$ cat src/rtl/stpr_pkg.sv
// ----------------------------------------------------------------------------
// stpr_pkg
// Types and constants shared by the trapezoid ramp generator and its testbench.
// ----------------------------------------------------------------------------
package stpr_pkg;

  typedef struct packed {
    logic        mode;
    logic [31:0] move_steps;
  } in_item_t;

  typedef struct packed {
    logic [31:0] period_load;
    logic        stepped;
    logic [3:0]  coil_pattern;
    logic [31:0] motor_position;
    logic [1:0]  ramp_phase;
    logic        timer_on;
  } out_item_t;

  typedef enum logic [3:0] {
    ST_IDLE,
    ST_TICK,
    ST_MINP,
    ST_QARG,
    ST_ROOT,
    ST_R100,
    ST_C0,
    ST_LIMM,
    ST_LIMD,
    ST_MAXL,
    ST_ACCL,
    ST_DECC,
    ST_EMIT
  } seq_state_t;

  localparam logic [1:0] PH_STOP  = 2'd0;
  localparam logic [1:0] PH_ACCEL = 2'd1;
  localparam logic [1:0] PH_DECEL = 2'd2;
  localparam logic [1:0] PH_RUN   = 2'd3;

  localparam logic [1:0] REG_ACCEL = 2'd0;
  localparam logic [1:0] REG_DECEL = 2'd1;
  localparam logic [1:0] REG_SPEED = 2'd2;

  localparam logic [31:0] SPEED_NUM      = 32'd6283180;
  localparam logic [31:0] C0_SCALE       = 32'd135;
  localparam logic [31:0] SQRT_ARG       = 32'd628318000;
  localparam logic [31:0] LIM_SCALE      = 32'd628;
  localparam logic [31:0] ONE_STEP_DELAY = 32'd1000;
  // x / 100 == (x * RECIP_100) >> 37 for any 32-bit x
  localparam logic [31:0] RECIP_100      = 32'd1374389535;

  function automatic logic [3:0] coil_lookup(input logic [1:0] idx);
    logic [3:0] pat;
    case (idx)
      2'd0: pat = 4'd9;
      2'd1: pat = 4'd5;
      2'd2: pat = 4'd6;
      default: pat = 4'd10;
    endcase
    return pat;
  endfunction

endpackage

$ cat src/rtl/stpr_div.sv
// ----------------------------------------------------------------------------
// stpr_div
// Restoring divider, 64-bit dividend by 32-bit divisor, one bit per cycle.
// ----------------------------------------------------------------------------
module stpr_div (
  input  logic        clk,
  input  logic        rst,
  input  logic        go,
  input  logic [63:0] dividend,
  input  logic [31:0] divisor,
  output logic        done,
  output logic [63:0] quo,
  output logic [31:0] rem
);

  logic [31:0] dvs;
  logic [5:0]  cnt;
  logic        run;
  logic [32:0] r_sh;
  logic [32:0] r_sub;
  logic        ge;

  always_comb begin
    r_sh  = {rem, quo[63]};
    r_sub = r_sh - {1'b0, dvs};
    ge    = (r_sh >= {1'b0, dvs});
  end

  always_ff @(posedge clk) begin
    if (rst) begin
      run  <= 1'b0;
      done <= 1'b0;
      cnt  <= '0;
    end else begin
      done <= run && (cnt == 6'd63);
      if (go) begin
        run <= 1'b1;
        cnt <= '0;
      end else if (run) begin
        cnt <= cnt + 6'd1;
        if (cnt == 6'd63) run <= 1'b0;
      end
    end
  end

  always_ff @(posedge clk) begin
    if (go) begin
      quo <= dividend;
      rem <= '0;
      dvs <= divisor;
    end else if (run) begin
      quo <= {quo[62:0], ge};
      rem <= ge ? r_sub[31:0] : r_sh[31:0];
    end
  end

endmodule

$ cat src/rtl/stpr_sqrt.sv
// ----------------------------------------------------------------------------
// stpr_sqrt
// Bitwise integer square root, rounded to nearest, two argument bits per pass.
// ----------------------------------------------------------------------------
module stpr_sqrt (
  input  logic        clk,
  input  logic        rst,
  input  logic        go,
  input  logic [31:0] arg,
  output logic        done,
  output logic [31:0] root
);

  logic [31:0] v;
  logic [31:0] res;
  logic [31:0] bitv;
  logic        run;
  logic [31:0] trial;
  logic        take;

  always_comb begin
    trial = res + bitv;
    take  = (trial <= v);
    root  = (res < v) ? res + 32'd1 : res;
  end

  always_ff @(posedge clk) begin
    if (rst) begin
      run  <= 1'b0;
      done <= 1'b0;
    end else begin
      done <= run && (bitv == 32'd1);
      if (go) run <= 1'b1;
      else if (run && bitv == 32'd1) run <= 1'b0;
    end
  end

  always_ff @(posedge clk) begin
    if (go) begin
      v    <= arg;
      res  <= '0;
      bitv <= 32'h4000_0000;
    end else if (run) begin
      if (take) v <= v - trial;
      res  <= (res >> 1) + (take ? bitv : 32'd0);
      bitv <= bitv >> 2;
    end
  end

endmodule

$ cat src/rtl/stepper_trapezoid_ramp.sv
// ----------------------------------------------------------------------------
// stepper_trapezoid_ramp
// Trapezoidal stepper speed-ramp generator with a shared iterative divider.
// ----------------------------------------------------------------------------
// in channel: one item is either a timer tick (mode 0) or a move start
// (mode 1, signed step count). out channel: one result item per input item.
// Config: cfg_we writes register cfg_index (0 accel, 1 decel, 2 top speed)
// with cfg_data; write only while the block is idle.
// A tick in STOP or RUN and a start of zero or one step go straight to
// the result; a tick in ACCEL or DECEL runs one division. A start runs
// four or five divisions, one root and four multiply steps. One item is
// in flight at a time; in_ready is high only when the sequencer is idle,
// which it is again in the cycle after the result is loaded, so a new
// item is taken only when the sequencer has finished the last one. A
// finished result waits in the output register while out_ready is low,
// and the next item is accepted meanwhile. Reset clears the ramp state
// to STOP, position zero, and loads the default registers (accel 100,
// decel 1, speed 23).
// ----------------------------------------------------------------------------
module stepper_trapezoid_ramp (
  input  logic               clk,
  input  logic               rst,
  input  logic               in_valid,
  output logic               in_ready,
  input  stpr_pkg::in_item_t in_data,
  output logic               out_valid,
  input  logic               out_ready,
  output stpr_pkg::out_item_t out_data,
  input  logic               cfg_we,
  input  logic [1:0]         cfg_index,
  input  logic [15:0]        cfg_data
);
  import stpr_pkg::*;

  seq_state_t state, state_next;

  logic [15:0] accel_rate, decel_rate, top_speed;
  logic [15:0] acc, dec, spd;

  logic [1:0]  phase;
  logic        dir;
  logic [31:0] cd, dss, dci, minp, rc, lap, sd, rest, pos;
  logic [1:0]  ci;

  logic [31:0] mag, first, tmp, lim_den, max_lim, period;
  logic        neg_div, stepped_r, timer_r, is_start, wait_r;

  logic        div_go, div_done, sq_go, sq_done;
  logic [63:0] div_dividend, div_quo;
  logic [31:0] div_divisor, div_rem, sq_root;
  logic [31:0] mul_a, mul_b;
  logic [63:0] mul_p;

  logic        accept;
  logic [31:0] raw_mag, rc1, d4, d4_mag, q32, nd, lim_q, dci_f, acc_lim_n;
  logic        unit_done;

  stpr_div u_div (
    .clk(clk), .rst(rst), .go(div_go), .dividend(div_dividend),
    .divisor(div_divisor), .done(div_done), .quo(div_quo), .rem(div_rem)
  );

  stpr_sqrt u_sqrt (
    .clk(clk), .rst(rst), .go(sq_go), .arg(tmp), .done(sq_done), .root(sq_root)
  );

  always_comb begin
    acc = (accel_rate == 16'd0) ? 16'd1 : accel_rate;
    dec = (decel_rate == 16'd0) ? 16'd1 : decel_rate;
    spd = (top_speed == 16'd0) ? 16'd1 : top_speed;
    in_ready  = (state == ST_IDLE);
    accept    = in_valid && in_ready;
    raw_mag   = in_data.move_steps[31] ? 32'd0 - in_data.move_steps : in_data.move_steps;
    rc1       = rc + 32'd1;
    d4        = {rc1[29:0], 2'b00} + 32'd1;
    d4_mag    = d4[31] ? 32'd0 - d4 : d4;
    q32       = div_quo[31:0];
    nd        = neg_div ? cd + q32 : cd - q32;
    lim_q     = (q32 == 32'd0) ? 32'd1 : q32;
    acc_lim_n = lim_q;
    unit_done = (state == ST_ROOT) ? sq_done : div_done;
    mul_p     = {32'd0, mul_a} * {32'd0, mul_b};
  end

  // shared multiplier and unit operands
  always_comb begin
    mul_a        = '0;
    mul_b        = '0;
    div_dividend = '0;
    div_divisor  = 32'd1;
    div_go       = 1'b0;
    sq_go        = 1'b0;
    case (state)
      ST_IDLE: begin
        div_dividend = {31'd0, cd, 1'b0} + {32'd0, rest};
        div_divisor  = d4_mag;
        div_go = accept && !in_data.mode && (phase == PH_ACCEL || phase == PH_DECEL);
      end
      ST_MINP: begin
        div_dividend = {32'd0, SPEED_NUM};
        div_divisor  = {16'd0, spd};
        div_go = !wait_r;
      end
      ST_QARG: begin
        div_dividend = {32'd0, SQRT_ARG};
        div_divisor  = {16'd0, acc};
        div_go = !wait_r;
      end
      ST_ROOT: sq_go = !wait_r;
      ST_R100: begin
        mul_a = tmp;
        mul_b = RECIP_100;
      end
      ST_C0: begin
        mul_a = C0_SCALE;
        mul_b = tmp;
      end
      ST_LIMM: begin
        mul_a = LIM_SCALE;
        mul_b = {16'd0, acc};
      end
      ST_LIMD: begin
        mul_a = tmp;
        mul_b = RECIP_100;
      end
      ST_MAXL: begin
        mul_a = {16'd0, spd};
        mul_b = {16'd0, spd};
        div_dividend = mul_p;
        div_divisor  = lim_den;
        div_go = !wait_r;
      end
      ST_ACCL: begin
        mul_a = mag;
        mul_b = {16'd0, dec};
        div_dividend = mul_p;
        div_divisor  = {16'd0, acc} + {16'd0, dec};
        div_go = !wait_r;
      end
      ST_DECC: begin
        mul_a = max_lim;
        mul_b = {16'd0, acc};
        div_dividend = mul_p;
        div_divisor  = {16'd0, dec};
        div_go = !wait_r;
      end
      default: ;
    endcase
    if (state == ST_ACCL && acc_lim_n <= max_lim) dci_f = acc_lim_n - mag;
    else dci_f = 32'd0 - q32;
    if (dci_f == 32'd0) dci_f = 32'hFFFF_FFFF;
  end

  always_comb begin
    state_next = state;
    case (state)
      ST_IDLE: begin
        if (accept) begin
          if (!in_data.mode) begin
            state_next = (phase == PH_ACCEL || phase == PH_DECEL) ? ST_TICK : ST_EMIT;
          end else if (raw_mag == 32'd0 || raw_mag == 32'd1) begin
            state_next = ST_EMIT;
          end else begin
            state_next = ST_MINP;
          end
        end
      end
      ST_TICK: if (wait_r && unit_done) state_next = ST_EMIT;
      ST_MINP: if (wait_r && unit_done) state_next = ST_QARG;
      ST_QARG: if (wait_r && unit_done) state_next = ST_ROOT;
      ST_ROOT: if (wait_r && unit_done) state_next = ST_R100;
      ST_R100: state_next = ST_C0;
      ST_C0:   state_next = ST_LIMM;
      ST_LIMM: state_next = ST_LIMD;
      ST_LIMD: state_next = ST_MAXL;
      ST_MAXL: if (wait_r && unit_done) state_next = ST_ACCL;
      ST_ACCL: begin
        if (wait_r && unit_done) state_next = (acc_lim_n <= max_lim) ? ST_EMIT : ST_DECC;
      end
      ST_DECC: if (wait_r && unit_done) state_next = ST_EMIT;
      ST_EMIT: if (!out_valid || out_ready) state_next = ST_IDLE;
      default: state_next = ST_IDLE;
    endcase
  end

  always_ff @(posedge clk) begin
    if (rst) begin
      state      <= ST_IDLE;
      accel_rate <= 16'd100;
      decel_rate <= 16'd1;
      top_speed  <= 16'd23;
      phase      <= PH_STOP;
      dir        <= 1'b0;
      cd         <= '0;
      dss        <= '0;
      dci        <= '0;
      minp       <= '0;
      rc         <= '0;
      lap        <= '0;
      sd         <= '0;
      rest       <= '0;
      pos        <= '0;
      ci         <= '0;
      wait_r     <= 1'b0;
      out_valid  <= 1'b0;
    end else begin
      state <= state_next;
      if (cfg_we) begin
        case (cfg_index)
          REG_ACCEL: accel_rate <= cfg_data;
          REG_DECEL: decel_rate <= cfg_data;
          REG_SPEED: top_speed  <= cfg_data;
          default: ;
        endcase
      end
      if (out_valid && out_ready) out_valid <= 1'b0;
      if (div_go || sq_go) wait_r <= 1'b1;
      else if (wait_r && unit_done) wait_r <= 1'b0;

      case (state)
        ST_IDLE: begin
          if (accept) begin
            is_start <= in_data.mode;
            period   <= cd;
            if (in_data.mode) begin
              stepped_r <= 1'b0;
              timer_r   <= 1'b1;
              dir       <= in_data.move_steps[31];
              mag       <= raw_mag;
              if (raw_mag == 32'd1) begin
                rc    <= 32'hFFFF_FFFF;
                phase <= PH_DECEL;
                cd    <= ONE_STEP_DELAY;
              end
            end else if (phase == PH_STOP) begin
              stepped_r <= 1'b0;
              timer_r   <= 1'b0;
              sd        <= '0;
              rest      <= '0;
            end else begin
              stepped_r <= 1'b1;
              timer_r   <= 1'b1;
              sd        <= sd + 32'd1;
              pos       <= dir ? pos - 32'd1 : pos + 32'd1;
              ci        <= dir ? ci - 2'd1 : ci + 2'd1;
              if (phase == PH_RUN) begin
                if (sd + 32'd1 >= dss) begin
                  rc    <= dci;
                  cd    <= lap;
                  phase <= PH_DECEL;
                end else begin
                  cd <= minp;
                end
              end else begin
                rc      <= rc1;
                neg_div <= d4[31];
              end
            end
          end
        end
        ST_TICK: begin
          if (wait_r && unit_done) begin
            rest <= div_rem;
            cd   <= nd;
            if (phase == PH_ACCEL) begin
              if (sd >= dss) begin
                rc    <= dci;
                phase <= PH_DECEL;
              end else if (nd <= minp) begin
                lap   <= nd;
                cd    <= minp;
                rest  <= '0;
                phase <= PH_RUN;
              end
            end else if (!rc[31]) begin
              phase <= PH_STOP;
            end
          end
        end
        ST_MINP: if (wait_r && unit_done) minp <= q32;
        ST_QARG: if (wait_r && unit_done) tmp <= q32;
        ST_ROOT: if (wait_r && unit_done) tmp <= sq_root;
        ST_R100: tmp <= {5'd0, mul_p[63:37]};
        ST_C0:   first <= mul_p[31:0];
        ST_LIMM: tmp <= mul_p[31:0];
        ST_LIMD: lim_den <= {5'd0, mul_p[63:37]};
        ST_MAXL: if (wait_r && unit_done) max_lim <= lim_q;
        ST_ACCL, ST_DECC: begin
          if (wait_r && unit_done && (state == ST_DECC || acc_lim_n <= max_lim)) begin
            dci <= dci_f;
            dss <= mag + dci_f;
            rc  <= '0;
            if (first <= minp) begin
              cd    <= minp;
              phase <= PH_RUN;
            end else begin
              cd    <= first;
              phase <= PH_ACCEL;
            end
          end
        end
        ST_EMIT: begin
          if (!out_valid || out_ready) out_valid <= 1'b1;
        end
        default: ;
      endcase
    end
  end

  always_ff @(posedge clk) begin
    if (state == ST_EMIT && (!out_valid || out_ready)) begin
      out_data.period_load    <= is_start ? cd : period;
      out_data.stepped        <= stepped_r;
      out_data.coil_pattern   <= coil_lookup(ci);
      out_data.motor_position <= pos;
      out_data.ramp_phase     <= phase;
      out_data.timer_on       <= timer_r;
    end
  end

  a_div_done_waited: assert property (@(posedge clk) disable iff (rst)
    div_done |-> wait_r) else $error("divider result without request");

  a_sqrt_in_root: assert property (@(posedge clk) disable iff (rst)
    sq_done |-> state == ST_ROOT) else $error("root result outside root step");

  a_emit_loads: assert property (@(posedge clk) disable iff (rst)
    state == ST_EMIT && (!out_valid || out_ready) |=> out_valid)
    else $error("result item not loaded");

  a_one_unit: assert property (@(posedge clk) disable iff (rst)
    !(div_go && sq_go)) else $error("two units started together");

endmodule

$ cat config.mk
export PLATFORM = sky130hd
export DESIGN_NAME = stepper_trapezoid_ramp
export DESIGN_NICKNAME = d
export VERILOG_FILES = /design/src/rtl/stpr_pkg.sv /design/src/rtl/stpr_div.sv /design/src/rtl/stpr_sqrt.sv /design/src/rtl/stepper_trapezoid_ramp.sv
export SDC_FILE = /design/constraint.sdc
export NUM_CORES = 2
export LEC_CHECK = 0
export ABC_AREA = 1
export BUFFER_PORTS_ARGS = -buffer_cell sky130_fd_sc_hd__buf_2
export CAP_MARGIN = 0
export CORE_ASPECT_RATIO = 0.75
export CORE_UTILIZATION = 62
export CTS_BUF_LIST = sky130_fd_sc_hd__clkbuf_16
export DETAILED_ROUTE_END_ITERATION = 12
export GPL_TIMING_DRIVEN = 0
export PLACE_DENSITY = 0.86
export REMOVE_ABC_BUFFERS = 1
export SYNTH_ARGS = -nofsm -noshare
export SYNTH_HDL_FRONTEND = slang
export SYNTH_SLANG_ARGS = --single-unit
$ cat constraint.sdc
create_clock -name clk -period 10.97 [get_ports clk]
set_input_delay 0.5485 -clock clk [delete_from_list [all_inputs] [get_ports clk]]
set_output_delay 0.5485 -clock clk [all_outputs]
set_load 0.02 [all_outputs]
Word-level counts from Yosys, hierarchy flattened
Index checks and enable logic that the tools add are counted.
- register bits after elaboration: 828
- bits in latches: 0
- RAM bits: 0
- bits in read-only memories: 0
- input bits: 56
- output and inout bits: 74
- logic and storage cells: 291
- memories: 0
- add/sub/neg operators: 22
- multipliers: 1
- div/mod/pow operators: 0
- magnitude comparators: 8
- eq/ne operators: 43
- shift operators: 0
- mux-type cells: 102
- bitwise gates (word level): 5
- reduce and logical (&&, ||, !) cells: 65
- operators by type and width (cell ; number):
    $mux 32 ; 45
    $pmux 32 s6 ; 2
    $pmux 64 s4 ; 1
    $pmux 32 s3 ; 2
    $add 32x1->32 const B ; 5
    $pmux 32 s5 ; 1
    $le 32x32->1 ; 4
    $mux 64 ; 2
    $pmux 32 s4 ; 1
    $sub 32x32->32 ; 4
    $logic_not 32->1 ; 3
    $sub 1x32->32 const A ; 3
    $add 32x32->32 ; 2
    $ge 32x32->1 ; 2
    $mul 32x32->64 ; 1
    $pmux 32 s2 ; 1
    $logic_not 16->1 ; 3
    $mux 16 ; 3
    $pmux 4 s12 ; 1
    $mux 4 ; 11
    $add 33x32->34 ; 1
    $ge 33x32->1 ; 1
    $add 31x32->32 ; 1
    $add 32x31->32 ; 1
    50 further kinds ; 145

Longest topological paths before layout
- word-level depth: 8
- depth in mapped cells: 49
- gate-level depth less buffers: 48

Modules after synthesis
A second synthesis with hierarchy kept.
- cell total of the unflattened synthesis: 13018
- area total of the unflattened synthesis: 94707.1 um2
- by module, submodules not included (module ; instances ; cells an instance ; area an instance (um2) ; sequential area each (um2)):
    stepper_trapezoid_ramp ; 1 ; 10006 ; 75576.2 ; 14844.2
    stpr_sqrt ; 1 ; 1913 ; 10954.3 ; 1961.9
    stpr_div ; 1 ; 1099 ; 8176.6 ; 3683.5

Worst setup path after synthesis
No wires, ideal clock.
- path type: reg-to-reg
- from: register state[1]
- to: register tmp[17], data pin
- setup time: 0.264 ns
- data arrival time: 7.969 ns
- data required time: 10.706 ns
- slack: 2.738 ns
- stages on the path, launching flop included: 37
- buffers on the path: 2
- clock period less this slack: 8.232 ns
- path through: dfxtp_1 > inv_2 > nor2_1 > inv_1 > nor2_1 > clkinv_1 > clkbuf_1 > o221ai_1 > nor2_1 > inv_1 > clkbuf_1 > nand2_1 > fa_1 > inv_1 > fa_1 > inv_1 > fa_1 > fa_1 > inv_1 > fa_1 > fa_1 > fa_1 > inv_1 > fa_1 > inv_1 > ha_1 > a21oi_1 > o21a_1 > o21ai_0 > o21bai_1 > a21oi_1 > o21ai_0 > a21oi_1 > o21ai_0 > xor2_1 > nand2_1 > nand4_1
- word-level cells in the longest chain between the ends: 5
- elaborated cells on any way between the ends: 15
- those cells by class: 1 x mul; 9 x eq/ne; 3 x mux; 2 x reduce/logical
- RTL lines (element ; RTL line ; RTL):
    start: declaration ; stepper_trapezoid_ramp.sv:35 ; seq_state_t state, state_next;
    start signal: assignment ; stepper_trapezoid_ramp.sv:207 ; state <= state_next;
    $eq 4x4->1 or $eq 4x3->1 (tied branches) ; stepper_trapezoid_ramp.sv:93 ; case (state)
    $reduce_or 2->1 (no source line) ; - ;
    $pmux 32 s6 or $pmux 32 s5 (tied branches) ; stepper_trapezoid_ramp.sv:93 ;
    $mul 32x32->64 (*) ; stepper_trapezoid_ramp.sv:82 ; mul_p = {32'd0, mul_a} * {32'd0, mul_b};
    named net mul_p[54] ; stepper_trapezoid_ramp.sv:52 ; logic [63:0] mul_p;
    $pmux 32 s4 (*) ; stepper_trapezoid_ramp.sv:220 ; case (state)
    end signal: assignment ; stepper_trapezoid_ramp.sv:281 ; ST_QARG: if (wait_r && unit_done) tmp <= q32;
    end signal: assignment ; stepper_trapezoid_ramp.sv:282 ; ST_ROOT: if (wait_r && unit_done) tmp <= sq_root;
    end signal: assignment ; stepper_trapezoid_ramp.sv:283 ; ST_R100: tmp <= {5'd0, mul_p[63:37]};
    end: declaration ; stepper_trapezoid_ramp.sv:45 ; logic [31:0] mag, first, tmp, lim_den, max_lim, period;
Mark *: on every way through the listed nets, which the timed path passes. The rest lies on a longest branch.
A chain may end at the register's enable or synchronous reset.

Final worst setup path
- from: register state[1]
- to: register tmp[22], data pin
- word-level cells in the longest chain between the ends: 5
- elaborated cells on any way between the ends: 15
- those cells by class: 1 x mul; 9 x eq/ne; 3 x mux; 2 x reduce/logical
- RTL lines (element ; RTL line):
    $eq 4x4->1 or $eq 4x3->1 (tied branches) ; stepper_trapezoid_ramp.sv:93, stepper_trapezoid_ramp.sv:220
    $reduce_or 2->1 (no source line) ; -
    $pmux 32 s6 or $pmux 32 s5 (tied branches) ; stepper_trapezoid_ramp.sv:93
    $mul 32x32->64 ; stepper_trapezoid_ramp.sv:82
    $pmux 32 s4 (*) ; stepper_trapezoid_ramp.sv:220
Mark *: on every way between the ends. The rest lies on a longest branch, timed or not.

==> metrics.txt <==
R2R Setup Slk=-0.24 ns; nets@finish=13800; Multi-input gate area=around 61000 sq um; DRC errors left=0; Biggest register=out_data; flops & latches, synth=827; synthesized area=just over 90000 sq um; antenna violations before repair=24; Clock Skews=0.0720 ns; Root Driver=clkbuf_16; EDFF count, synth=390; R2R Path Start=state[1]; GPL Wtd Cong=approximately 1.2; xor and xnor fraction of the mapped netlist area=0.0345; WP data required=between 10 and 15 ns; Peak Freq=~89 MHz; Final period util=1.02; final setup fails=23; initial core utilization=0.625; vias=approximately 85000; Remaining Overflow, GRT=0; post-synthesis sequential area ratio=0.225; wire length per cell=around 23 um; DIE WIDTH=444 um; Port Buffers=roughly 130; setup slack after layout=-0.241 ns; number of global-route vias before repair=between 80000 and 90000; dpl hpwl=between 200 and 300 mm; core area=145000 sq um; Largest regs=out_data: 72 flops, u_div.quo: 64 flops; main flop type after synthesis=dfxtp_1; Synth Warn #=0; critical path class=reg -> reg; slowest CP cell=clkinvlp_4; Die Span Y=approximately 330 um; mux cell area share after synthesis=0; Worst Path Arrival=around 12 ns; syn avg cell area=~7.6 sq um; FF+latch area=20500 sq um; Worst-Margin Slew=around 1.5 ns; initial DRC count=12900; Routed WL=326 mm; Largest register FFs=72; largest net degree at the start of global routing=around 150; H-tree Lvls=3; row count=121; crit path launch type=register; Unique masters post-synth=between 70 and 80; fill cell count=~12000; maximum buffer depth of the clock tree=3; vias per inst=around 6.1; DRT Pass-1 Iters=12; r2r endpoint=tmp[22]; Most common cell on crit path=fa_1; Max Slew Vio Count=0; Die ar.=148000 sq um; CP peak stage delay=0.73 ns; layout cells sized above 1=0.0496; post-synthesis cell count=between 10000 and 15000; ANT nets after route=0; reg2reg path depth=36; Synth Area in Adders=0.301; critical path capture point type=register; RSZ-0062 raised after global routing=yes; first-pass GRT wire length=roughly 480 mm; Num CTS Buffers=88; Slew headroom=0.0181; Final Hold Vio Count=0; TritonCTS clock tree=yes; complex-gate fraction of the synthesized area=0.127; Clk pin slew, worst setup/hold paths=0.07 ns; final worst path period need=approximately 11 ns; critical path fanouts, max=35; GR Util All Layers=0.434; max cap viols=0; # IOs=130; final instance area=just under 100000 sq um; failing checks=negative setup slack; simple-gate area share of the yosys netlist=0.191; DP Area=around 94000 sq um; worst setup path end=tmp[22]; clock latency on the worst-skew pair=0.74 ns; status=finished, violations left; largest family of logic cells by synthesized area=adder cells; Synth-to-Final Area Change=7.68%; Critical Path Source=state[1]; clk sink count=a little over 800; Post-synth ARST share=0; min-delay worst type=in -> reg
==> cells in the mapped netlist (56+ instances only) <==
| cell type | n | area share |
|---|---|---|
| inv_1 | 2450 | 0.10 |
| nand2_1 | 2254 | 0.093 |
| nor2_1 | 1237 | 0.051 |
| fa_1 | 904 | 0.20 |
| a21oi_1 | 809 | 0.045 |
| ha_1 | 734 | 0.10 |
| o21ai_0 | 660 | 0.036 |
| dfxtp_1 | 437 | 0.096 |
| edfxtp_1 | 390 | 0.13 |
| clkbuf_1 | 318 | 0.013 |
| nand3_1 | 298 | 0.016 |
| xor2_1 | 230 | 0.022 |
| xnor2_1 | 127 | 0.012 |
| nand4_1 | 116 | 0.0080 |
| nor3_1 | 103 | 0.0057 |
| o211ai_1 | 89 | 0.0074 |
| nor4_1 | 56 | 0.0039 |
==> per-stage QoR <==
stage	hold slack (ns)	setup TNS [ns]	util	worst slack, ns	std cells
5_1_grt	0.0905	-0.209	0.673	-0.116	14000
3_5_place_dp	0.412	-30.97	0.648	-1.25	13800
4_1_cts	0.0610	0	0.669	0.00640	14000
3_3_place_gp	0.406	-701.90	0.639	-6.11	13800
2_1_floorplan	0.400	0	-	0.426	11800
6_report	0.0810	-2.02	0.673	-0.241	14100
==> area by class of cell <==
cell class,instances,share of cell area
clock buffer,91,0.0233
antenna,12,0.000307
timing repair buffer,220,0.0197
timing repair inverter,2,0.000154
clock inverter,75,0.00579
sequential,827,0.209
inverter,2497,0.0967
multi-input combinational,8427,0.620
tap,1906,0.0244
==> timing repair <==
item / CTS / global route
endpoints found under the setup margin: 81 / 95
cloned: 3 / 0
hold buffers: 0 / 0
buffers inserted: 2 / 23
resized for setup: 45 / 48
pin swaps: 3 / 7
==> worst max-delay path: cells and delay by family (launching register included) <==
kind                     cells  cell delay [ns]
AND/OR/NAND/NOR             13             3.44
flip-flops                   1             0.51
buffers and inverters       10             1.93
adder cells (fa/ha/maj)      9             3.88
XOR/XNOR                     1             0.64
AO/OA/AOI/OAI                3             0.56
==> cells in the final DEF (no fill, tap or decap), drive strengths merged, types with 12 or more instances in the layout <==
cell type	Yosys	routed
inv	2479	2493
nand2	2272	2272
nor2	1269	1270
fa	904	904
a21oi	811	811
ha	734	734
o21ai	708	708
dfxtp	437	437
edfxtp	390	390
nand3	304	304
xor2	230	230
buf	85	220
conb	2	196
xnor2	127	127
nand4	116	116
nor3	110	110
clkbuf	319	91
o211ai	89	89
nor4	66	66
clkinv	18	57
o21bai	54	54
a31oi	50	50
o22ai	43	43
a22o	38	38
o21a	36	36
a221oi	36	36
or2	30	30
o221ai	28	28
a21boi	28	28
o2111ai	25	25
nand3b	23	23
clkinvlp	0	20
a211oi	16	16
o31ai	15	15
a21o	15	15
diode	0	12
==> cells by family (layout without fill, tap and decap cells) <==
kind of cell / Yosys count / in the layout
compound gates: 2027 / 2027
fa+ha+maj: 1638 / 1638
xor+xnor: 357 / 357
other cells: 2 / 208
buf+inv: 2901 / 2885
flops: 827 / 827
simple gates: 4208 / 4209
==> metal layers <==
layer  GRT usage  vias to the layer above  wire length, um
li1            -                    37800                -
met1       0.587                    40500           125000
met2       0.595                     5867           128000
met3       0.183                     1179            54000
met4       0.208                       36            19500
met5           0                        -              262
==> worst min path at each step <==
stage / slack, ns / cells past startpoint / start / to
global placement: 0.41 / 0 / stepped_r / out_data[39]
global route: 0.09 / 3 / cfg_data[0] / top_speed[0]
CTS: 0.06 / 3 / cfg_data[0] / top_speed[0]
floorplan: 0.40 / 0 / timer_r / out_data[0]
finish: 0.08 / 3 / cfg_data[0] / top_speed[0]
detailed placement: 0.41 / 0 / stepped_r / out_data[39]
Power is not shown: default switching activity piles up to over one toggle a cycle in this logic, so the estimate is an artifact.
